`config.mk`:
```
export PLATFORM = sky130hd
export DESIGN_NAME = abss_front
export DESIGN_NICKNAME = d
export VERILOG_FILES = /design/src/rtl/abs_sorted_to_sorted_top_assert.svh /design/src/rtl/abss_pkg.sv /design/src/rtl/abss_front.sv
export SDC_FILE = /design/constraint.sdc
export NUM_CORES = 1
export LEC_CHECK = 0
export ABC_CLOCK_PERIOD_IN_PS = 7100
export BUFFER_PORTS_ARGS = -buffer_cell sky130_fd_sc_hd__buf_2
export CORE_MARGIN = 3
export CORE_UTILIZATION = 56
export DETAILED_ROUTE_END_ITERATION = 8
export GPL_ROUTABILITY_DRIVEN = 0
export GPL_TIMING_DRIVEN = 0
export PLACE_DENSITY = 0.92
export SLEW_MARGIN = 20
export SYNTH_ARGS = -nofsm -noshare
export SYNTH_HDL_FRONTEND = slang
export SYNTH_SLANG_ARGS = --single-unit
export TNS_END_PERCENT = 20
```
`constraint.sdc`:
```
create_clock -name i_clk -period 7.1 [get_ports i_clk]
set_input_delay 1.42 -clock i_clk [delete_from_list [all_inputs] [get_ports i_clk]]
set_output_delay 1.42 -clock i_clk [all_outputs]
set_load 0.02 [all_outputs]
```
`src/rtl/abs_sorted_to_sorted_top_assert.svh`:
```
// assertion macros for the abs_sorted_to_sorted rtl
// no dependencies; included by modules that check their own logic
`ifndef ABS_SORTED_TO_SORTED_TOP_ASSERT_SVH
`define ABS_SORTED_TO_SORTED_TOP_ASSERT_SVH

// same-cycle implication
`define ABSS_ASSERT_IMP(lbl, clk, rst_n, ante, cons, msg) \
    lbl: assert property (@(posedge clk) disable iff (!rst_n) (ante) |-> (cons)) \
        else $error(msg);

// next-cycle implication
`define ABSS_ASSERT_NEXT(lbl, clk, rst_n, ante, cons, msg) \
    lbl: assert property (@(posedge clk) disable iff (!rst_n) (ante) |=> (cons)) \
        else $error(msg);

`endif

```
`src/rtl/abss_pkg.sv`:
```
// shared types and constants for the abs_sorted_to_sorted block
// no dependencies
package abss_pkg;

    localparam int DEF_MAX_ITEMS  = 64;
    localparam int DEF_VALUE_BITS = 32;
    localparam int IN_BITS        = 32;
    localparam int OUT_BITS       = 32;
    localparam int QUEUE_DEPTH    = 2;

    typedef struct packed {
        logic signed [IN_BITS-1:0] value;
        logic                      last_item;
    } t_in;

    typedef struct packed {
        logic signed [OUT_BITS-1:0] sorted_value;
        logic                       run_end;
        logic                       overflowed;
    } t_out;

    typedef logic [1:0] t_op_kind;

    localparam t_op_kind OP_KEPT  = 2'd0;
    localparam t_op_kind OP_FRONT = 2'd1;
    localparam t_op_kind OP_DROP  = 2'd2;

    typedef struct packed {
        t_op_kind kind;
        logic     closing;
        logic     overflowed;
    } t_op_ctl;

    localparam int OP_CTL_BITS = $bits(t_op_ctl);

endpackage

```
`src/rtl/abss_front.sv`:
```
// front end: takes input items and sorts each into kept, front-stack or dropped
// depends on abss_pkg
module abss_front #(
    parameter int MAX_ITEMS  = 64,
    parameter int VALUE_BITS = 32
) (
    input  logic                   i_clk,
    input  logic                   i_rst_n,
    input  logic                   i_in_valid,
    output logic                   o_in_stall,
    input  abss_pkg::t_in          i_in_item,
    output logic                   o_op_valid,
    input  logic                   i_op_stall,
    output abss_pkg::t_op_ctl      o_op_ctl,
    output logic [VALUE_BITS-1:0]  o_op_value
);
    import abss_pkg::*;

    localparam int CW = $clog2(MAX_ITEMS + 1);

    logic [CW-1:0]                r_total;
    logic [CW-1:0]                n_total;
    logic                         r_have_kept;
    logic                         n_have_kept;
    logic signed [VALUE_BITS-1:0] r_last_kept;
    logic signed [VALUE_BITS-1:0] n_last_kept;
    logic                         r_drop;
    logic                         n_drop;

    logic signed [VALUE_BITS-1:0] w_value;
    t_op_kind                     w_kind;
    logic                         w_accept;

    assign w_value    = VALUE_BITS'(i_in_item.value);
    assign w_accept   = i_in_valid && !i_op_stall;
    assign o_op_valid = i_in_valid;
    assign o_in_stall = i_op_stall;

    always_comb begin
        priority if (r_total >= CW'(MAX_ITEMS)) begin
            w_kind = OP_DROP;
        end else if (!r_have_kept) begin
            w_kind = OP_KEPT;
        end else if (w_value < r_last_kept) begin
            w_kind = OP_FRONT;
        end else begin
            w_kind = OP_KEPT;
        end
    end

    assign o_op_ctl.kind       = w_kind;
    assign o_op_ctl.closing    = i_in_item.last_item;
    assign o_op_ctl.overflowed = r_drop || (w_kind == OP_DROP);
    assign o_op_value          = w_value;

    always_comb begin
        n_total     = r_total;
        n_have_kept = r_have_kept;
        n_last_kept = r_last_kept;
        n_drop      = r_drop;
        if (w_accept) begin
            if (i_in_item.last_item) begin
                // list ends here, start afresh for the next one
                n_total     = '0;
                n_have_kept = 1'b0;
                n_last_kept = '0;
                n_drop      = 1'b0;
            end else begin
                unique case (w_kind)
                    OP_KEPT: begin
                        n_total     = r_total + CW'(1);
                        n_have_kept = 1'b1;
                        n_last_kept = w_value;
                    end
                    OP_FRONT: begin
                        n_total = r_total + CW'(1);
                    end
                    default: begin
                        n_drop = 1'b1;
                    end
                endcase
            end
        end
    end

    always_ff @(posedge i_clk) begin
        if (!i_rst_n) begin
            r_total     <= '0;
            r_have_kept <= 1'b0;
            r_last_kept <= '0;
            r_drop      <= 1'b0;
        end else begin
            r_total     <= n_total;
            r_have_kept <= n_have_kept;
            r_last_kept <= n_last_kept;
            r_drop      <= n_drop;
        end
    end

endmodule

```
# [After elaboration in Yosys (flattened, before gate mapping)]
# Cells that the tools add are included.
[totals] regBits=41 input_bits=37 output_inout_bits=38 word_cells=31
[classes] addsub=1 magnitude_cmp=2 n_eq_ne=3 n_mux=11 reduce_logical=10
[ops] cell="$mux W32" n=2
[ops] cell="$lt A32 B32 Y1" n=1
[ops] cell="$mux W7" n=2
[ops] cell="$add A7 B1 Y7 const B" n=1
[ops] cell="$ge A7 B7 Y1 const B" n=1
[ops] cell="$mux W1" n=6
[ops] cell="$reduce_and A2 Y1" n=3
[ops] cell="$reduce_bool A2 Y1" n=2
[ops] cell="$eq A2 B1 Y1 const B" n=1
[ops] cell="$eq A2 B2 Y1 const B" n=1
[ops] cell="$logic_not A2 Y1" n=1
[ops] cell="$mux W2" n=1
[ops] cell="$ne A2 B1 Y1 const B" n=1
[ops] cell="$reduce_or A2 Y1" n=1
[ops] cell="$logic_and A1 B1 Y1" n=1
[ops] cell="$logic_not A1 Y1" n=1
[ops] cell="$logic_or A1 B1 Y1" n=1

# [Logic depth before layout (Yosys ltp)]
# Gate-level depths: netlist (run 1).
[depth] word_depth=8 ltp_mapped=10 ltp_nobuf=9

# [Worst setup path before layout (run 1)]
# OpenSTA, ideal clock, no wires.
[synth_path] path_type="input port to output port" startpoint="input port i_in_item[32] (netlist bit)" endpoint="output port o_op_ctl[2] (netlist bit)" arrival_ns=3.014 required_ns=5.680 slack_ns=2.666 path_stages=8 n_path_buf=0 cell_sequence="ha_1 nand4_2 nor4_2 nor3b_2 o41ai_2 nand3b_1 xor2_1 and3_1"
[synth_rtl] element="from (decl)" line="abss_front.sv:11" text="input abss_pkg::t_in i_in_item,"
[synth_rtl] element="to (decl)" line="abss_front.sv:14" text="output abss_pkg::t_op_ctl o_op_ctl,"

==> results of run 1 <==
-- state kept, by name (all words and copies together), names as in the netlist --
name / cells
r_last_kept: 32
r_have_kept: 1
r_total: 7
r_drop: 1
-- final cells by class --
class,count,area (µm²)
tap,50,62.6
timing repair buffer,74,370
buffer,42,312
clock buffer,7,86.3
clock inverter,1,30.0
sequential,41,821
inverter,37,139
fill,304,1090
multi-input combinational,160,1290
-- Yosys cell counts (all sizes together) (3+ instances only) --
| cell | number |
|---|---|
| and3 | 3 |
| inv | 37 |
| a211oi | 3 |
| nand2 | 10 |
| a22oi | 3 |
| dfxtp | 41 |
| nand3 | 6 |
| clkbuf | 4 |
| nor3 | 4 |
| nor2 | 11 |
| buf | 38 |
| ha | 33 |
| nand4 | 7 |
| a21oi | 18 |
| a22o | 32 |
| o21ai | 10 |
-- kinds of logic (layout without fill, tap and decap cells) --
| logic type | count (synthesis) | after routing |
|---|---|---|
| flops | 41 | 41 |
| buf+inv | 79 | 161 |
| compound gates | 71 | 71 |
| simple gates | 53 | 53 |
| mux | 1 | 1 |
| fa+ha+maj | 33 | 33 |
| xor+xnor | 2 | 2 |
-- critical path: cells and delay by family --
kind,cells,cell delay [ns]
AND/OR/NAND/NOR,5,1.19
adder cells (fa/ha/maj),1,0.40
buffers and inverters,2,0.28
XOR/XNOR,1,0.16
AO/OA/AOI/OAI,1,0.14
-- routing by layer --
metal | share of wire [%] | vias to the layer above | global-route usage (%)
met2 | 49 | 58 | 34.8
met5 | 0 | - | 0
met4 | 1.1 | 0 | 6.24
met3 | 5.7 | 6 | 4.51
met1 | 45 | 987 | 24.8
li1 | - | 1114 | -
-- power by group through the flow --
stage               Clock [mW]  Sequential [mW]  Combinational [mW]
floorplan                    0            0.244              0.0736
global placement             0            0.245               0.106
detailed placement           0            0.245               0.110
CTS                      0.200            0.240               0.111
global route             0.207            0.241               0.123
finish                   0.197            0.240               0.110
-- path summary, 6_finish.rpt --
| kind | from | to | slack (ns) | cells after the start |
|---|---|---|---|---|
| min | r_drop$_SDFFE_PN0P_ | r_drop$_SDFFE_PN0P_ | 0.47 | 2 |
| min reg2reg | r_drop$_SDFFE_PN0P_ | r_drop$_SDFFE_PN0P_ | 0.47 | 2 |
| max reg2reg | r_last_kept[31]$_SDFFE_PN0P_ | r_last_kept[12]$_SDFFE_PN0P_ | 4.29 | 10 |
| max | i_in_item[32] | o_op_ctl[2] | 2.07 | 10 |
==> run summary, run 1 <==
Largest net degree at the start of global routing: 13
Clk_lat worst skew: 0.30 ns
Mux cell area share after synthesis: 0.391%
Worst hold-check path type: reg -> reg
Synth Cell Area: 0.00256 mm²
Clk buf depth: 2
Design Area, Final: 0.00311 mm²
Area leader, netlist: dfxtp_1
CTS H-tree lvls: 2
Top-area cell type share of the netlist area: 32.1%
Predominant post-synthesis flop cell: dfxtp_1
Setup CP Type: in -> out
Fin crit share: 70.8%
P_sw: 0.145 mW
Clock Skews: 0.00757 ns
CTS buffer count: 5
Port bufs: 74
Clock network power share: 36.0%
Starting density of the core: 60.9%
Clk sink count: 41
Initial DRC count: 129
Util after Layout: 74.0%
Worst setup EP type: output port
Asr flop ratio synth: 0%
Hold_buf cts: 0
Post-synthesis xor/xnor area fraction: 0.684%
Area Overhead vs Synth: 21.5%
Fraction of layout cells with a size suffix above 1: 40.1%
PD cells: 176 mW/mm²
Slowest library cell on the worst path: nor4_2
First-pass GRT wire length: 8610 µm
Synthesized area per cell: 9.14 µm²
Setup TNS: 0 ns
Synthesis Warnings: 0
Clk root buf: clkbuf_8
Combinational share of power: 20.2%
Synth top area cells: dfxtp_1, ha_1, buf_4
Max incr delay on CP: 0.42 ns
Main combinational cell family by area after synthesis: compound AO/OA/AOI/OAI gates
Pint: 0.402 mW
Compound-Gate Fraction of Synth Area: 21.3%
WL final: 5370 µm
DP Worst Slack: 2.13 ns
Post-DRT Antenna Nets: 0
Overall power: 0.547 mW
RSZ-0062 raised after global routing: no
Pins over their slew limit: 0
Cell Chain, Critical Path: buf_2 > ha_1 > nand4_2 > nor4_2 > nor3b_2 > o41ai_2 > nand3b_1 > xor2_1 > and3_1 > buf_2
Placed inst area: 0.00299 mm²
Fmax: 199 MHz
Drt via density: 5.25
Critical path's most frequent cell: buf_2
Vias in the first global route: 2037
Cells after Synth: 280
Core Rows: 23
Max-cap violations: 0
Nets: 431
Netlist cell types: 39
CP Launch Type: primary input
DR WL/cell: 13.0 µm
Tot GR Track Use: 20.2%
Leak Pwr: 1.42 nW
Sequential power share: 43.8%
Switching share of power: 26.6%
Setup Buffers After CTS: 0
Max FO, Critical Path: 6
Post-synth EDFFs: 0
Post-cts resize count: 0
Crit path DAT: 3.61 ns
Synth Area in Adders: 16.1%
Die area: 0.00542 mm²
Slew @ Worst Pin: 0.612 ns
DRC errors left: 0
Fin. Hold Viols: 0
Hold_ws: 0.469 ns
Status: completed
TritonCTS clock tree: built
Headroom to the max-slew limit: 58.8%
Die height: 73.6 µm
# IOs: 75
Minimum clock period: 5.03 ns
Post-synthesis sequential area ratio: 32.1%
Core area: 0.00420 mm²
Clock transition at path regs: 0.08 ns
Placed cell count: 404
Final setup margin: 2.07 ns
Routed vias: 2165
CP required: 5.68 ns
Fin cells: 412
Antenna Cells: 0
Simple-gate area share of the yosys netlist: 11.9%
Most frequent cells in the layout: buf_2, dfxtp_1, inv_1
# setup viols final: 0
Pre-antenna DRT Iters: 4
Post-DP HPWL: 4150 µm
FF+latch count, synth: 41
Initial antenna violation count: 0
Most common cell after layout, fill and taps aside: buf_2
Chip width: 73.6 µm
Maximum vdd drop: 93.7 µV
Syn_nets: 350
Grt total ovfl: 0
(Power assumes the default switching activity.)
==> inputs of run 2 (changes only) <==
- ABC_AREA: not set -> 1
- ABC_CLOCK_PERIOD_IN_PS: 7100 -> 4600
- CORE_UTILIZATION: 56 -> 48
- PLACE_DENSITY: 0.92 -> 0.83
- clock period: 7.1 -> 4.6 ns (I/O delays scaled with it)
==> run 2 against run 1 <==
  * Synthesized area rose by 13%
  * Clock power rose by 17%
  * Final cell count rose by 37%
  * Count of clock-buffer cells in the layout fell by 1
  * Register-to-register slack got worse by 1.9 ns
  * Die area rose by 29%
  * Sequential share of layout area fell by 2.5 points
  * Sequential cell count did not move
==> run summary, run 2 <==
Status: completed
Max FO, Critical Path: 10
Starting density of the core: 50.9%
Max reg flops: 32
Routed vias: 2868
Worst path top cell family by delay: simple AND/OR/NAND/NOR gates
RSZ-0062 raised after global routing: no
Synth Cell Area: 0.00289 mm²
Post-synthesis sequential area ratio: 28.4%
DR WL/cell: 12.0 µm
Cells after Synth: 411
DRC errors left: 0
Largest registers: r_last_kept: 32 flops, r_total: 7 flops
Core area: 0.00568 mm²
Hold_ws: 0.458 ns
Minimum clock period: 3.68 ns
Die height: 83.5 µm
# IOs: 75
Fillers: 546
Most frequent cells in the layout: buf_2, nand2_1, nand3_1
Cell Chain, Critical Path: buf_2 > ha_1 > a21oi_1 > nor2_1 > nor3_2 > nand2_1 > nand2_1 > nand2_1 > nand2_1 > nand2_1 > nand2_2 > nand3_4 > buf_2 > nor2_1 > buf_2
Placed cell count: 557
First-pass GRT wire length: 11900 µm
Final setup margin: 0.917 ns
Synthesis Warnings: 0
Post-synth EDFFs: 0
Syn_nets: 481
Headroom to the max-slew limit: 63.7%
Core Rows: 27
Top cell types by occurrence after synthesis: nand2_1, nand3_1, inv_1
Post-DP HPWL: 5280 µm
Synthesized area per cell: 7.02 µm²
Leak Pwr: 1.69 nW
Pint: 0.579 mW
Clk_lat worst skew: 0.29 ns
Area leader, netlist: dfxtp_1
Worst setup EP type: output port
Clock Skews: 0.00638 ns
Post-DRT Antenna Nets: 0
Predominant post-synthesis flop cell: dfxtp_1
Antenna Cells: 0
TritonCTS clock tree: built
Top-area cell type share of the netlist area: 28.4%
Die area: 0.00698 mm²
Asr flop ratio synth: 0%
Worst path buffer plus inverter count: 3
Fin crit share: 80.1%
P_sw: 0.274 mW
Fin cells: 565
Pins over their slew limit: 0
CP Launch Type: primary input
Placed inst area: 0.00335 mm²
CTS H-tree lvls: 2
Most common cell after layout, fill and taps aside: buf_2
Nets: 562
Hold_buf cts: 0
Cell with the most instances after synthesis: nand2_1
Critical path's most frequent cell: nand2_1
Clock transition at path regs: 0.07 ns
Chip width: 83.5 µm
Crit path DAT: 2.76 ns
Port bufs: 74
Combinational share of power: 28.4%
Sequential power share: 44.4%
Util after Layout: 60.4%
Largest net degree at the start of global routing: 13
FF+latch count, synth: 41
Tot GR Track Use: 20.1%
CP required: 3.68 ns
Netlist cell types: 28
# setup viols final: 0
Fraction of layout cells with a size suffix above 1: 27.0%
Setup CP Type: in -> out
Initial antenna violation count: 0
Clk sink count: 41
Grt total ovfl: 0
DP Worst Slack: 0.932 ns
WL final: 6770 µm
Setup TNS: 0 ns
Overall power: 0.852 mW
Drt via density: 5.08
Max incr delay on CP: 0.32 ns
Design Area, Final: 0.00343 mm²
Vias in the first global route: 2783
Switching share of power: 32.1%
Max-cap violations: 0
Clk root buf: clkbuf_8
Clk buf depth: 2
Synth top area cells: dfxtp_1, ha_1, nand3_1
PD cells: 249 mW/mm²
CTS buffer count: 5
Area Overhead vs Synth: 18.8%
Biggest register: r_last_kept
Worst hold-check path type: reg -> reg
Slew @ Worst Pin: 0.544 ns
Pre-antenna DRT Iters: 4
Post-cts resize count: 0
Fin. Hold Viols: 0
Maximum vdd drop: 143 µV
Setup Buffers After CTS: 0
Slowest library cell on the worst path: ha_1
Clock network power share: 27.1%
Initial DRC count: 106
Fmax: 271 MHz
-- run 2: changes by cell type after synthesis, moves of 3 or more --
| cell | previous run | this run |
|---|---|---|
| a21oi_1 | 18 | 35 |
| a22o_1 | 15 | 0 |
| a22o_2 | 17 | 0 |
| a22oi_1 | 3 | 0 |
| buf_2 | 0 | 4 |
| clkbuf_1 | 4 | 9 |
| inv_1 | 37 | 50 |
| nand2_1 | 10 | 73 |
| nand3_1 | 6 | 68 |
| nand4_1 | 6 | 3 |
| nor2_1 | 11 | 29 |
| o21ai_0 | 10 | 7 |
-- run 2: final timing paths --
| kind | depth (start not counted) | slack, ns | startpoint | endpoint |
|---|---|---|---|---|
| worst max-delay path | 15 | 0.92 | i_in_item[6] | o_op_ctl[2] |
| worst min-delay path | 2 | 0.46 | r_drop$_SDFFE_PN0P_ | r_drop$_SDFFE_PN0P_ |
| worst max register to register | 17 | 2.38 | r_last_kept[5]$_SDFFE_PN0P_ | r_last_kept[21]$_SDFFE_PN0P_ |
| worst min register to register | 2 | 0.46 | r_drop$_SDFFE_PN0P_ | r_drop$_SDFFE_PN0P_ |
-- run 2: area by class of cell --
cell class                      instances  area [µm²]  area share, %
Tap cell                               72        90.1           2.63
Clock buffer                            6        72.6           2.12
Clock inverter                          2        10.0          0.292
Timing Repair Buffer                   74         370           10.8
Buffer                                 52         358           10.4
Multi-Input combinational cell        266        1510           44.1
Sequential cell                        41         821           23.9
Inverter                               52         195           5.69
-- run 2: layer usage --
layer / GRT usage (%) / share of wire [%] / up-vias
met3: 3.75 / 5.0 / 11
met5: 0 / 0 / -
met1: 24.3 / 43 / 1315
met4: 5.70 / 1.7 / 0
met2: 36.0 / 50 / 68
li1: - / - / 1474
-- run 2: cell families after synthesis --
logic type / count (synthesis) / synth area share, %
AO/OA/AOI/OAI: 48 / 8.89
adder cells (fa/ha/maj): 33 / 14.3
flip-flops: 41 / 28.4
AND/OR/NAND/NOR: 185 / 29.2
buffers and inverters: 104 / 19.2
-- run 2: power by group through the flow --
stage	logic (mW)	clock network, mW	registers (mW)
finish	0.242	0.231	0.379
CTS	0.244	0.241	0.379
global placement	0.233	0	0.386
floorplan	0.172	0	0.385
detailed placement	0.242	0	0.387
global route	0.276	0.255	0.381
-- run 2: tightest hold or removal path: stages (launching register included) --
cell and delay (ns):
dfxtp_1 0.30, inv_1 0.06, a21oi_1 0.05
