$ cat config.mk
export PLATFORM = sky130hd
export DESIGN_NAME = abss_queue
export DESIGN_NICKNAME = d
export VERILOG_FILES = /design/src/rtl/abs_sorted_to_sorted_top_assert.svh /design/src/rtl/abss_pkg.sv /design/src/rtl/abss_queue.sv
export SDC_FILE = /design/constraint.sdc
export NUM_CORES = 1
export LEC_CHECK = 0
export BUFFER_PORTS_ARGS = -buffer_cell sky130_fd_sc_hd__buf_4
export CAP_MARGIN = 20
export CORE_MARGIN = 10
export CORE_UTILIZATION = 35
export DETAILED_ROUTE_END_ITERATION = 10
export PLACE_DENSITY = 0.61
export SLEW_MARGIN = 40
export SYNTH_ARGS = -nofsm -noshare
export SYNTH_HDL_FRONTEND = slang
export SYNTH_SLANG_ARGS = --single-unit
$ cat constraint.sdc
create_clock -name i_clk -period 1.4 [get_ports i_clk]
set_input_delay 0.14 -clock i_clk [delete_from_list [all_inputs] [get_ports i_clk]]
set_output_delay 0.14 -clock i_clk [all_outputs]
set_load 0.02 [all_outputs]
$ cat src/rtl/abs_sorted_to_sorted_top_assert.svh
// assertion macros for the abs_sorted_to_sorted rtl
// no dependencies; included by modules that check their own logic
`ifndef ABS_SORTED_TO_SORTED_TOP_ASSERT_SVH
`define ABS_SORTED_TO_SORTED_TOP_ASSERT_SVH

// same-cycle implication
`define ABSS_ASSERT_IMP(lbl, clk, rst_n, ante, cons, msg) \
    lbl: assert property (@(posedge clk) disable iff (!rst_n) (ante) |-> (cons)) \
        else $error(msg);

// next-cycle implication
`define ABSS_ASSERT_NEXT(lbl, clk, rst_n, ante, cons, msg) \
    lbl: assert property (@(posedge clk) disable iff (!rst_n) (ante) |=> (cons)) \
        else $error(msg);

`endif

$ cat src/rtl/abss_pkg.sv
// shared types and constants for the abs_sorted_to_sorted block
// no dependencies
package abss_pkg;

    localparam int DEF_MAX_ITEMS  = 64;
    localparam int DEF_VALUE_BITS = 32;
    localparam int IN_BITS        = 32;
    localparam int OUT_BITS       = 32;
    localparam int QUEUE_DEPTH    = 2;

    typedef struct packed {
        logic signed [IN_BITS-1:0] value;
        logic                      last_item;
    } t_in;

    typedef struct packed {
        logic signed [OUT_BITS-1:0] sorted_value;
        logic                       run_end;
        logic                       overflowed;
    } t_out;

    typedef logic [1:0] t_op_kind;

    localparam t_op_kind OP_KEPT  = 2'd0;
    localparam t_op_kind OP_FRONT = 2'd1;
    localparam t_op_kind OP_DROP  = 2'd2;

    typedef struct packed {
        t_op_kind kind;
        logic     closing;
        logic     overflowed;
    } t_op_ctl;

    localparam int OP_CTL_BITS = $bits(t_op_ctl);

endpackage

$ cat src/rtl/abss_queue.sv
// short fifo between front and back ends
// depends on abss_pkg for its depth
module abss_queue #(
    parameter int WIDTH = 8
) (
    input  logic             i_clk,
    input  logic             i_rst_n,
    input  logic             i_push_valid,
    output logic             o_push_stall,
    input  logic [WIDTH-1:0] i_push_data,
    output logic             o_pop_valid,
    input  logic             i_pop,
    output logic [WIDTH-1:0] o_pop_data
);
    import abss_pkg::*;

    localparam int PW = (QUEUE_DEPTH > 1) ? $clog2(QUEUE_DEPTH) : 1;
    localparam int NW = $clog2(QUEUE_DEPTH + 1);

    logic [WIDTH-1:0] r_slot [QUEUE_DEPTH];
    logic [PW-1:0]    r_wp;
    logic [PW-1:0]    r_rp;
    logic [NW-1:0]    r_cnt;
    logic [NW-1:0]    n_cnt;
    logic             w_push;
    logic             w_pop;

    assign o_push_stall = (r_cnt == NW'(QUEUE_DEPTH));
    assign o_pop_valid  = (r_cnt != '0);
    assign o_pop_data   = r_slot[r_rp];
    assign w_push       = i_push_valid && !o_push_stall;
    assign w_pop        = i_pop && o_pop_valid;

    always_comb begin
        n_cnt = r_cnt;
        if (w_push && !w_pop) begin
            n_cnt = r_cnt + NW'(1);
        end else if (w_pop && !w_push) begin
            n_cnt = r_cnt - NW'(1);
        end
    end

    always_ff @(posedge i_clk) begin
        if (w_push) begin
            r_slot[r_wp] <= i_push_data;
        end
    end

    always_ff @(posedge i_clk) begin
        if (!i_rst_n) begin
            r_wp  <= '0;
            r_rp  <= '0;
            r_cnt <= '0;
        end else begin
            r_cnt <= n_cnt;
            if (w_push) begin
                r_wp <= (r_wp == PW'(QUEUE_DEPTH - 1)) ? '0 : r_wp + PW'(1);
            end
            if (w_pop) begin
                r_rp <= (r_rp == PW'(QUEUE_DEPTH - 1)) ? '0 : r_rp + PW'(1);
            end
        end
    end

endmodule

* Word level (Yosys, flattened, before mapping) *
Memories as Yosys holds them, arrays and structs flattened. A register that Yosys moved wholly into a read port is not among the register bits.
Index checks and enable logic that the tools add are counted.

storage, ports and cells
  register bits = 4
  bits in writable memories = 16
  input port bits = 12
  output and inout port bits = 10
  word-level logic and storage cells = 26
  memories = 1

memory list
  name    depth  width  rd ports  clocked after memory_dff  wr ports  RTL line          RTL
  r_slot  2      8      1         1                         1         abss_queue.sv:20  logic [WIDTH-1:0] r_slot [QUEUE_DEPTH];

operators by class
  $add $sub $neg = 4
  equal/unequal tests = 1
  mux-type cells = 8
  reductions and logical operators = 9

operators by type and width
  operator                                                            count
  1-bit 2-to-1 mux                                                    6
  1-bit logical AND                                                   4
  2-bit 2-to-1 mux                                                    2
  2-bit nonzero test                                                  2
  1-bit zero test                                                     3
  1-bit adder, second input constant                                  2
  2-bit by 1-bit adder with 2-bit output, second input constant       1
  2-bit == test, second input constant                                1
  2-bit by 1-bit subtractor with 2-bit output, second input constant  1

* Logic depth before layout (Yosys ltp) *
Gate-level depths: netlist of run 1.

  depth after elaboration = 7
  gate-level depth with buffers = 7
  mapped depth without buffers = 7

* Worst setup path after synthesis of run 1 *
Ideal clock, no wire load.

  kind = reg2reg
  start point = reg r_cnt[0]
  end point = reg r_cnt[1]
  setup time = 0.070 ns
  arrival = 1.544 ns
  data required time = 1.330 ns
  path slack = -0.213 ns
  cell stages (with the launch flop) = 7
  buffers on the path = 0
  clock period less this slack = 1.613 ns
  cells stage by stage = dfxtp_1 nand2b_1 inv_1 nor2_1 ha_1 or3_1 a21oi_1

between the ends
  word-level cells in the longest chain between the ends = 6
  elaborated cells between the ends (all ways) = 14
  classes of those cells = add/sub (2); eq/ne (1); mux (2); reduce/logical (9)

RTL lines
  what                          RTL line          RTL
  start, declared               abss_queue.sv:23  logic [NW-1:0] r_cnt;
  start signal, assigned        abss_queue.sv:55  r_cnt <= n_cnt;
  2-bit == test *               abss_queue.sv:28  assign o_push_stall = (r_cnt == NW'(QUEUE_DEPTH));
  net o_push_stall              abss_queue.sv:9   output logic o_push_stall,
  1-bit zero test *             abss_queue.sv:31  assign w_push = i_push_valid && !o_push_stall;
  1-bit logical AND *           abss_queue.sv:31
  net w_push                    abss_queue.sv:25  logic w_push;
  1-bit zero test               abss_queue.sv:38  end else if (w_pop && !w_push) begin
  1-bit logical AND             abss_queue.sv:38
  2-bit nonzero test (no line)  -

Mark *: on every way through the listed nets, which the timed path passes. The rest lies on a longest branch. The select of a mux whose other input is x is not followed.
A chain may end at the register's enable or synchronous reset.

* Final worst setup path of run 1 *
  start point = reg r_cnt[0]
  end point = reg r_cnt[1]

between the ends
  word-level cells in the longest chain between the ends = 6
  elaborated cells between the ends (all ways) = 14
  classes of those cells = add/sub (2); eq/ne (1); mux (2); reduce/logical (9)

RTL lines
  what                          RTL line
  2-bit == test *               abss_queue.sv:28
  1-bit zero test *             abss_queue.sv:31
  1-bit logical AND *           abss_queue.sv:31
  net w_push                    abss_queue.sv:25
  1-bit zero test               abss_queue.sv:38
  1-bit logical AND             abss_queue.sv:38
  2-bit nonzero test (no line)  -

Marks and branches as above.

==> metrics.cfg, run 1 <==
[logic_synthesis]
yosysTopAreaCell=edfxtp_1
ys_types=17
synth.net_count=64
synthTopCellsByCount=edfxtp_1 (16), mux2_2 (8), dfxtp_1 (5)
synth.area.top_cells=edfxtp_1 (60%), dfxtp_1 (12%), mux2_2 (11%)
yosys_warnings=0
synth_area_um2=806
netlist_instances=51
synthFlopType=edfxtp_1
synth_edf_count=16
synth_top_area_share_pct=59.6
yosysMostFrequentCell=edfxtp_1
async_reset_ff_share_pct=0
synth-seq-cells=21
post_synth.cell_area_avg_um2=15.8
synth-seq-area-share_pct=72.0

[power_and_ir_drop]
comb_power_share_pct=45.4
peakVddDrop_v=0.000989
p_switching_w=0.000702
swShare_pct=32.0
p_int_w=0.00149
power.share.clock_pct=12.8
leakage_nw=0.501
power_density_nw_per_um2=1790
p_total_w=0.00220
p_seq_share_pct=41.8

[routing]
first_iter_violations=7
routedWlPerCell_um=14.2
top_layer=met4
routed_wirelength_um=1600
met1_length_um=613
num_vias=499
detail-route-antenna-nets=0
drc=0
viasPerCell=4.42
dr_wl_met2_um=789
drt_pass1_iterations=3
wl_met3_um=156

[timing]
finClkSkew_ns=0.00728
holdWs_ns=0.0245
fmax_ghz=0.703
slew_headroom_pct=73.3
fin_crit_sh_pct=102
hold_viol=0
min_period_ns=1.42
setup_viol=1
slew_viol_final=0
layout_setup_ws_ns=-0.0215
tightest_slew_ns=0.400
rsz0062_at_grt=yes

[worst_setup_path]
crit_buf_inv=1
cp_cell_sequence=nand2b_4 > inv_4 > nor2_4 > ha_4 > xor2_2 > or3_4 > a21oi_2
required_ns=1.63
critPathSlowestCell=dfxtp_4
critPathKind=reg -> reg
endpoint=r_cnt[1]
start_kind=register
crit_path_start=r_cnt[0]
reg2reg_setup_slack_ns=-0.02
r2r-start=r_cnt[0]
critical_path_arrival_ns=1.65
end_kind=register
r2r_end=r_cnt[1]
crit_fanout=3
r2r_cells=7
cpLargestDelayFamily=simple AND/OR/NAND/NOR gates
path_depth=7
slowest_delay_ns=0.36

[finish]
utilization_pct=55.6
drive_gt1_share_pct=58.8
n_antenna_cell=0
n_fill_cell=188
areaGrowthSynthToFinish_pct=52.6
layout.nets=99

[floorplanning]
die_area_um2=4620
chipHeight_um=68.0
start_util_pct=36.4
rows=17
dieWidth_um=68.0
ioPinCount=22
design.core.area_um2=2210

[clocking]
cts.clk_slew.worst_paths_ns=0.10
clk_path_buf_depth=2
cts_buffers=3
clk_latency_ns=0.30
cts.sinks=21
h-tree-depth=1
cts_tree=built
clockRootBuffer=clkbuf_4

[placed_design]
port_buffers=21
dp_hpwl_um=1170
pre_cts_ws_ns=-0.0685
place.gp.congestion=0.679

[global_routing]
grt_max_degree=12
grt_pass1_wl_um=2300
first_global_vias=527
track_usage_pct=6.83
grt_antenna_before_repair=0
grt_overflow_total=0

[run]
drv_cap=0

[run_status]
outcome=finished, violations left
violations=negative setup slack

[min_path]
hp-class=in -> reg

worst min-delay path by stage:
| stage | startpoint | end | slack (ns) | depth (start not counted) |
|---|---|---|---|---|
| final | i_push_data[0] | r_slot[1][0] | 0.02 | 1 |
| after global routing | i_push_data[0] | r_slot[1][0] | 0.004 | 1 |
| after CTS | i_push_data[4] | r_slot[0][4] | 0.01 | 1 |
| after detailed placement | i_push_data[4] | r_slot[0][4] | 0.33 | 1 |
| after global placement | i_push_data[6] | r_slot[1][6] | 0.32 | 1 |
| after floorplan | i_push_data[0] | r_slot[0][0] | 0.24 | 0 |
worst reg2reg max path: stages, from the launching register on:
cell	delay (ns)
dfxtp_4	0.36
nand2b_4	0.15
inv_4	0.06
nor2_4	0.04
ha_4	0.16
xor2_2	0.14
or3_4	0.33
a21oi_2	0.12
per-layer routing:
metal,up-vias,GRT usage [%]
met1,228,6.62
met5,-,0
met2,17,11.7
met4,0,4.52
li1,250,-
met3,4,2.77
stage by stage:
| stage | area (um^2) | instances | TNS, ns |
|---|---|---|---|
| after CTS | 1100 | 108 | -0.0110 |
| after detailed placement | 1040 | 103 | -0.0685 |
| after global placement | 1040 | 103 | -0.0169 |
| after floorplan | 820 | 51 | -0.0260 |
| final | 1230 | 113 | -0.0215 |
| after global routing | 1230 | 113 | -0.114 |
power groups by stage:
stage	Clock (W)	Sequential (W)	Combinational, W
5_1_grt	0.000324	0.000934	0.00108
4_1_cts	0.000288	0.000903	0.000849
3_5_place_dp	0	0.000906	0.000769
6_report	0.000281	0.000918	0.000997
3_3_place_gp	0	0.000895	0.000754
2_1_floorplan	0	0.000857	0.000492
cell usage in the layout (no fill, tap or decap), types with 2 or more instances in the layout:
| cell | count |
|---|---|
| inv_1 | 2 |
| edfxtp_1 | 16 |
| buf_6 | 9 |
| nor2_1 | 3 |
| mux2_4 | 8 |
| clkbuf_4 | 3 |
| dfxtp_4 | 2 |
| dfxtp_1 | 2 |
| buf_4 | 17 |
| dlygate4sd3_1 | 5 |
| xor2_1 | 2 |
timing repair:
action	CTS	global route
hold buffers	0	5
setup endpoints to repair	9	10
buffers inserted	1	0
cloned	0	0
endpoints found under the hold margin	0	8
resized for setup	10	19
pin swaps	2	1
cells by family (layout without fill, tap and decap cells):
logic type	count (synthesis)	in the layout	synth area share, %
and+or+nand+nor	9	9	6.21
adders and majority gates	1	1	1.55
buffers and inverters	4	38	2.02
DFF	21	21	72.1
muxes	8	8	11.2
AOI/OAI and AO/OA	5	5	3.73
xor gates and xnor gates	3	3	3.26
sequential cells by signal (all words and copies together) (netlist names), named ones only:
name and flops:
r_cnt 2, r_wp 1, r_rp 1, r_slot 16
final cells by class:
cell class	instances	area [um^2]	share of cell area, %
Inverter	3	13.8	1.12
Multi-Input combinational cell	26	287	23.3
Tap cell	28	35.0	2.85
Sequential cell	21	589	47.9
Clock buffer	4	26.3	2.14
Timing Repair Buffer	31	279	22.7
Power figures use the tool's default switching activity.
==> run 2: changes to the inputs <==
--- a/config.mk
+++ b/config.mk
@@ -11,6 +11,7 @@
 export CORE_UTILIZATION = 35
 export DETAILED_ROUTE_END_ITERATION = 10
 export PLACE_DENSITY = 0.61
+export REMOVE_ABC_BUFFERS = 1
 export SLEW_MARGIN = 40
 export SYNTH_ARGS = -nofsm -noshare
 export SYNTH_HDL_FRONTEND = slang
==> run 2 against run 1 <==
Effect of this change: the run still ends with negative setup slack left; core utilization rose by 0.34 points; total power is essentially flat; sequential share of layout area down 0.49 points; sequential power decreased by 1%; design area up 0.61%; via count up 5.0%; fmax fell by 0.44%; critical path type unchanged.
==> metrics.cfg, run 2 (same netlist as run 1, synthesis figures left out) <==
[placed_design]
port_buffers=21
place.gp.congestion=0.729
dp_hpwl_um=1140
dpl_cell_area_um2=1070

[timing]
setup_viol=1
fin_crit_sh_pct=102
min_period_ns=1.43
layout_setup_ws_ns=-0.0278
slew_viol_final=0
hold_viol=0
tightest_slew_ns=0.218
rsz0062_at_grt=yes
slew_headroom_pct=85.3
finClkSkew_ns=0.00103
fmax_ghz=0.700

[floorplanning]
start_util_pct=36.4
chipHeight_um=68.0
ioPinCount=22
design.core.area_um2=2210
die_area_um2=4620
rows=17
dieWidth_um=68.0

[finish]
layout_common_cells=buf_4 (19), edfxtp_1 (16), buf_6 (10)
largest_reg_flops=16
areaGrowthSynthToFinish_pct=53.6
regMostFlops=r_slot
drive_gt1_share_pct=58.0
n_fill_cell=194
finish.instance_area_um2=1240
multi_input_area_um2=259
seqCellArea_um2=587
reg.largest.list=r_slot x16, r_cnt x2
n_antenna_cell=0
final_common_cell=buf_4
layout.nets=102

[routing]
detail-route-antenna-nets=0
routed_wirelength_um=1600
num_vias=524
drc=0
viasPerCell=4.52
drt_pass1_iterations=4
first_iter_violations=13
routedWlPerCell_um=13.8

[power_and_ir_drop]
power_density_nw_per_um2=1770
p_total_w=0.00220
peakVddDrop_v=0.00122
leakage_nw=0.520

[clocking]
cts.clk_slew.worst_paths_ns=0.11
h-tree-depth=1
clk_path_buf_depth=2
clk_latency_ns=0.29
cts.sinks=21
clockRootBuffer=clkbuf_4
cts_buffers=3
cts_tree=built

[global_routing]
grt_antenna_before_repair=0
grt_pass1_wl_um=2300
first_global_vias=534
grt_overflow_total=0
grt_max_degree=13
track_usage_pct=6.71

[run_status]
violations=negative setup slack
outcome=finished, violations left

[run]
drv_cap=0

[worst_setup_path]
end_kind=register
required_ns=1.63
critical_path_arrival_ns=1.66
start_kind=register
crit_fanout=4
critPathKind=reg -> reg

[min_path]
hp-class=in -> reg

-- run 2: cell count changes in the layout (fill, tap and decap cells not counted), sizes merged --
cell / before / now
clkinv: 0 / 1
buf: 26 / 30
dlygate4sd3: 5 / 4
clkbuf: 4 / 3
-- run 2: cell type report --
class / count / share of cell area [%]
clock buffers: 3 / 1.82
clock inverters: 1 / 0.404
inverters: 3 / 1.11
multi-input cells: 26 / 20.9
flip-flops and latches: 21 / 47.4
well taps: 28 / 2.83
repair buffers: 34 / 25.5
-- run 2: worst paths after layout --
check | from | end | slack [ns] | depth (start not counted)
worst min register to register | r_rp | register | 0.53 | 2
worst min-delay path | i_push_data[1] | r_slot[1][1] | 0.03 | 1
worst max register to register | r_cnt[0] | r_cnt[1] | -0.03 | 6
worst max-delay path | r_cnt[0] | r_cnt[1] | -0.03 | 6
-- run 2: timing repair --
action,CTS,global route
resized for setup,8,21
setup buffers,1,1
hold buffers,0,4
pin swaps,4,1
endpoints found under the setup margin,9,19
endpoints found under the hold margin,0,7
-- run 2: metrics by stage --
step / hold WS, ns / setup TNS, ns / worst slack (ns) / cells / utilization, %
floorplan: 0.239 / -0.364 / -0.213 / 50 / -
global placement: 0.326 / -0.0313 / -0.0313 / 107 / 48.2
detailed placement: 0.329 / -0.0542 / -0.0542 / 107 / 48.2
CTS: 0.0153 / 0 / 0.00108 / 112 / 50.5
global route: 0.000756 / -0.149 / -0.0943 / 116 / 55.9
finish: 0.0261 / -0.0278 / -0.0278 / 116 / 55.9
-- run 2: routing by layer --
| metal | up-vias | share of wire, % | routed length, um | global-route usage (%) |
|---|---|---|---|---|
| met5 | - | 0 | 0 | 0 |
| met1 | 246 | 40 | 638 | 6.95 |
| met2 | 17 | 50 | 796 | 11.5 |
| met3 | 2 | 9.1 | 146 | 2.94 |
| met4 | 0 | 1.0 | 16 | 3.02 |
| li1 | 259 | - | - | - |
-- run 2: critical path: stages, from the launching register on --
cell,delay (ns)
dfxtp_2,0.37
nand2b_4,0.14
inv_4,0.03
nor2_2,0.10
ha_1,0.25
or3_1,0.37
a21oi_2,0.11
-- run 2: report_power, final --
part           switching (W)  internal (W)
registers           0.000102      0.000808
clock network       0.000172      0.000106
logic               0.000424      0.000585
==> run 3: changes to the inputs <==
--- a/config.mk
+++ b/config.mk
@@ -9,6 +9,7 @@
 export CAP_MARGIN = 20
 export CORE_MARGIN = 10
 export CORE_UTILIZATION = 35
+export CTS_BUF_LIST = sky130_fd_sc_hd__clkbuf_8
 export DETAILED_ROUTE_END_ITERATION = 10
 export PLACE_DENSITY = 0.61
 export REMOVE_ABC_BUFFERS = 1
==> run 3 against run 2 <==
Effect of this change: the flow still finishes with violations (negative setup slack); cell count is 2.6% lower; largest cell class unchanged; worst setup slack worse by 0.015 ns; total power down 1.7%; die area did not move; via count is 3.8% lower; hold slack better by 0.044 ns; register-to-register slack lost 0.02 ns.
==> metrics.cfg, run 3 (same netlist as run 1, synthesis figures left out) <==
[clocking]
ctsHoldBuffers=0
clk_latency_ns=0.25
cts_tree=built
h-tree-depth=1
cts.sinks=21
cts.clk_slew.worst_paths_ns=0.07
clk_path_buf_depth=2
clockRootBuffer=clkbuf_8
cts_buffers=3

[finish]
reg.largest.list=r_slot x16, r_cnt x2
final_common_cell=buf_4
utilization_pct=52.3
drive_gt1_share_pct=62.4
finish.instance_area_um2=1160
regMostFlops=r_slot
largest_reg_flops=16
layout_common_cells=buf_4 (29), edfxtp_1 (16), mux2_2 (8)
n_antenna_cell=0
layout.nets=99
areaGrowthSynthToFinish_pct=43.5

[timing]
slew_viol_final=0
finClkSkew_ns=0.000777
setup_viol=9
layout_setup_ws_ns=-0.0428
slew_headroom_pct=85.5
tightest_slew_ns=0.216
rsz0062_at_grt=yes
hold_viol=0
finalSetupTns_ns=-0.127
fmax_ghz=0.693
min_period_ns=1.44
fin_crit_sh_pct=103

[worst_setup_path]
critical_path_arrival_ns=1.63
end_kind=register
crit_buf_inv=1
start_kind=register
critPathSlowestCell=or3_1
slowest_delay_ns=0.36
cp_cell_sequence=nand2b_4 > inv_4 > nor2_2 > ha_2 > xor2_1 > or3_1 > a21oi_2
crit_fanout=4
cpLargestDelayFamily=simple AND/OR/NAND/NOR gates
critPathKind=reg -> reg
required_ns=1.59

[floorplanning]
chipHeight_um=68.0
rows=17
ioPinCount=22
design.core.area_um2=2210
start_util_pct=36.4
dieWidth_um=68.0
die_area_um2=4620

[routing]
routedWlPerCell_um=13.7
routed_wirelength_um=1550
drt_pass1_iterations=4
first_iter_violations=4
drc=0
viasPerCell=4.46
detail-route-antenna-nets=0
num_vias=504

[power_and_ir_drop]
peakVddDrop_v=0.00115
p_int_w=0.00149
p_switching_w=0.000668
leakage_nw=0.475
power.share.clock_pct=17.5
p_seq_share_pct=41.4
swShare_pct=30.9
power_density_nw_per_um2=1870
comb_power_share_pct=41.1

[global_routing]
grt_pass1_wl_um=2330
grt_max_degree=13
track_usage_pct=6.91
grt_antenna_before_repair=0
grt_overflow_total=0
first_global_vias=543

[placed_design]
pre_cts_ws_ns=-0.0542
place.gp.congestion=0.729
dpl_cell_area_um2=1070
port_buffers=21
dp_hpwl_um=1140

[run_status]
outcome=finished, violations left
violations=negative setup slack

[run]
drv_cap=0

[min_path]
hp-class=in -> reg

## run 3: changes by cell type in the layout (fill, tap and decap cells not counted), moves of 3 or more
cell	before	now
mux2_2	0	8
dlygate4sd3_1	4	0
mux2_4	8	0
clkbuf_4	3	0
buf_4	19	29
buf_6	10	1
clkbuf_8	0	3
## run 3: what timing repair did
action,4_1_cts,5_1_grt
buffers inserted,1,1
pin swaps,4,3
hold endpoints to repair,0,0
cloned,0,0
resized for setup,6,6
endpoints found under the setup margin,9,17
## run 3: area by class of cell
class | instances | area [um^2]
Clock buffer | 3 | 41.3
Clock inverter | 1 | 5.00
Fill cell | 204 | 1060
Inverter | 3 | 13.8
Multi-Input combinational cell | 26 | 225
Sequential cell | 21 | 587
Tap cell | 28 | 35.0
Timing Repair Buffer | 31 | 249
## run 3: path summary, 6_finish.rpt
check	from	endpoint	slack, ns	cells past startpoint
worst max-delay path	r_cnt[0]	r_cnt[1]	-0.04	7
worst min-delay path	i_push_data[6]	r_slot[0][6]	0.07	1
worst max register to register	r_cnt[0]	r_cnt[1]	-0.04	7
worst min register to register	r_rp	register	0.52	2
## run 3: power groups by stage
stage | combinational, W | sequential, W | clock (W)
5_1_grt | 0.000960 | 0.000915 | 0.000425
6_report | 0.000887 | 0.000895 | 0.000377
4_1_cts | 0.000843 | 0.000894 | 0.000389
2_1_floorplan | 0.000436 | 0.000867 | 0
3_3_place_gp | 0.000794 | 0.000880 | 0
3_5_place_dp | 0.000807 | 0.000888 | 0
## run 3: layer usage
| metal | global-route usage (%) | up-vias | share of wire (%) |
|---|---|---|---|
| met1 | 6.66 | 236 | 40 |
| li1 | - | 251 | - |
| met4 | 3.77 | 0 | 0.58 |
| met2 | 11.9 | 15 | 49 |
| met5 | 0 | - | 0 |
| met3 | 3.43 | 2 | 9.6 |
## run 3: stage by stage
stage          power (W)  instances  hold slack (ns)
3_3_place_gp     0.00167        107            0.326
3_5_place_dp     0.00170        107            0.329
2_1_floorplan    0.00130         50            0.239
6_report         0.00216        113           0.0704
5_1_grt          0.00230        113           0.0533
4_1_cts          0.00213        112           0.0653
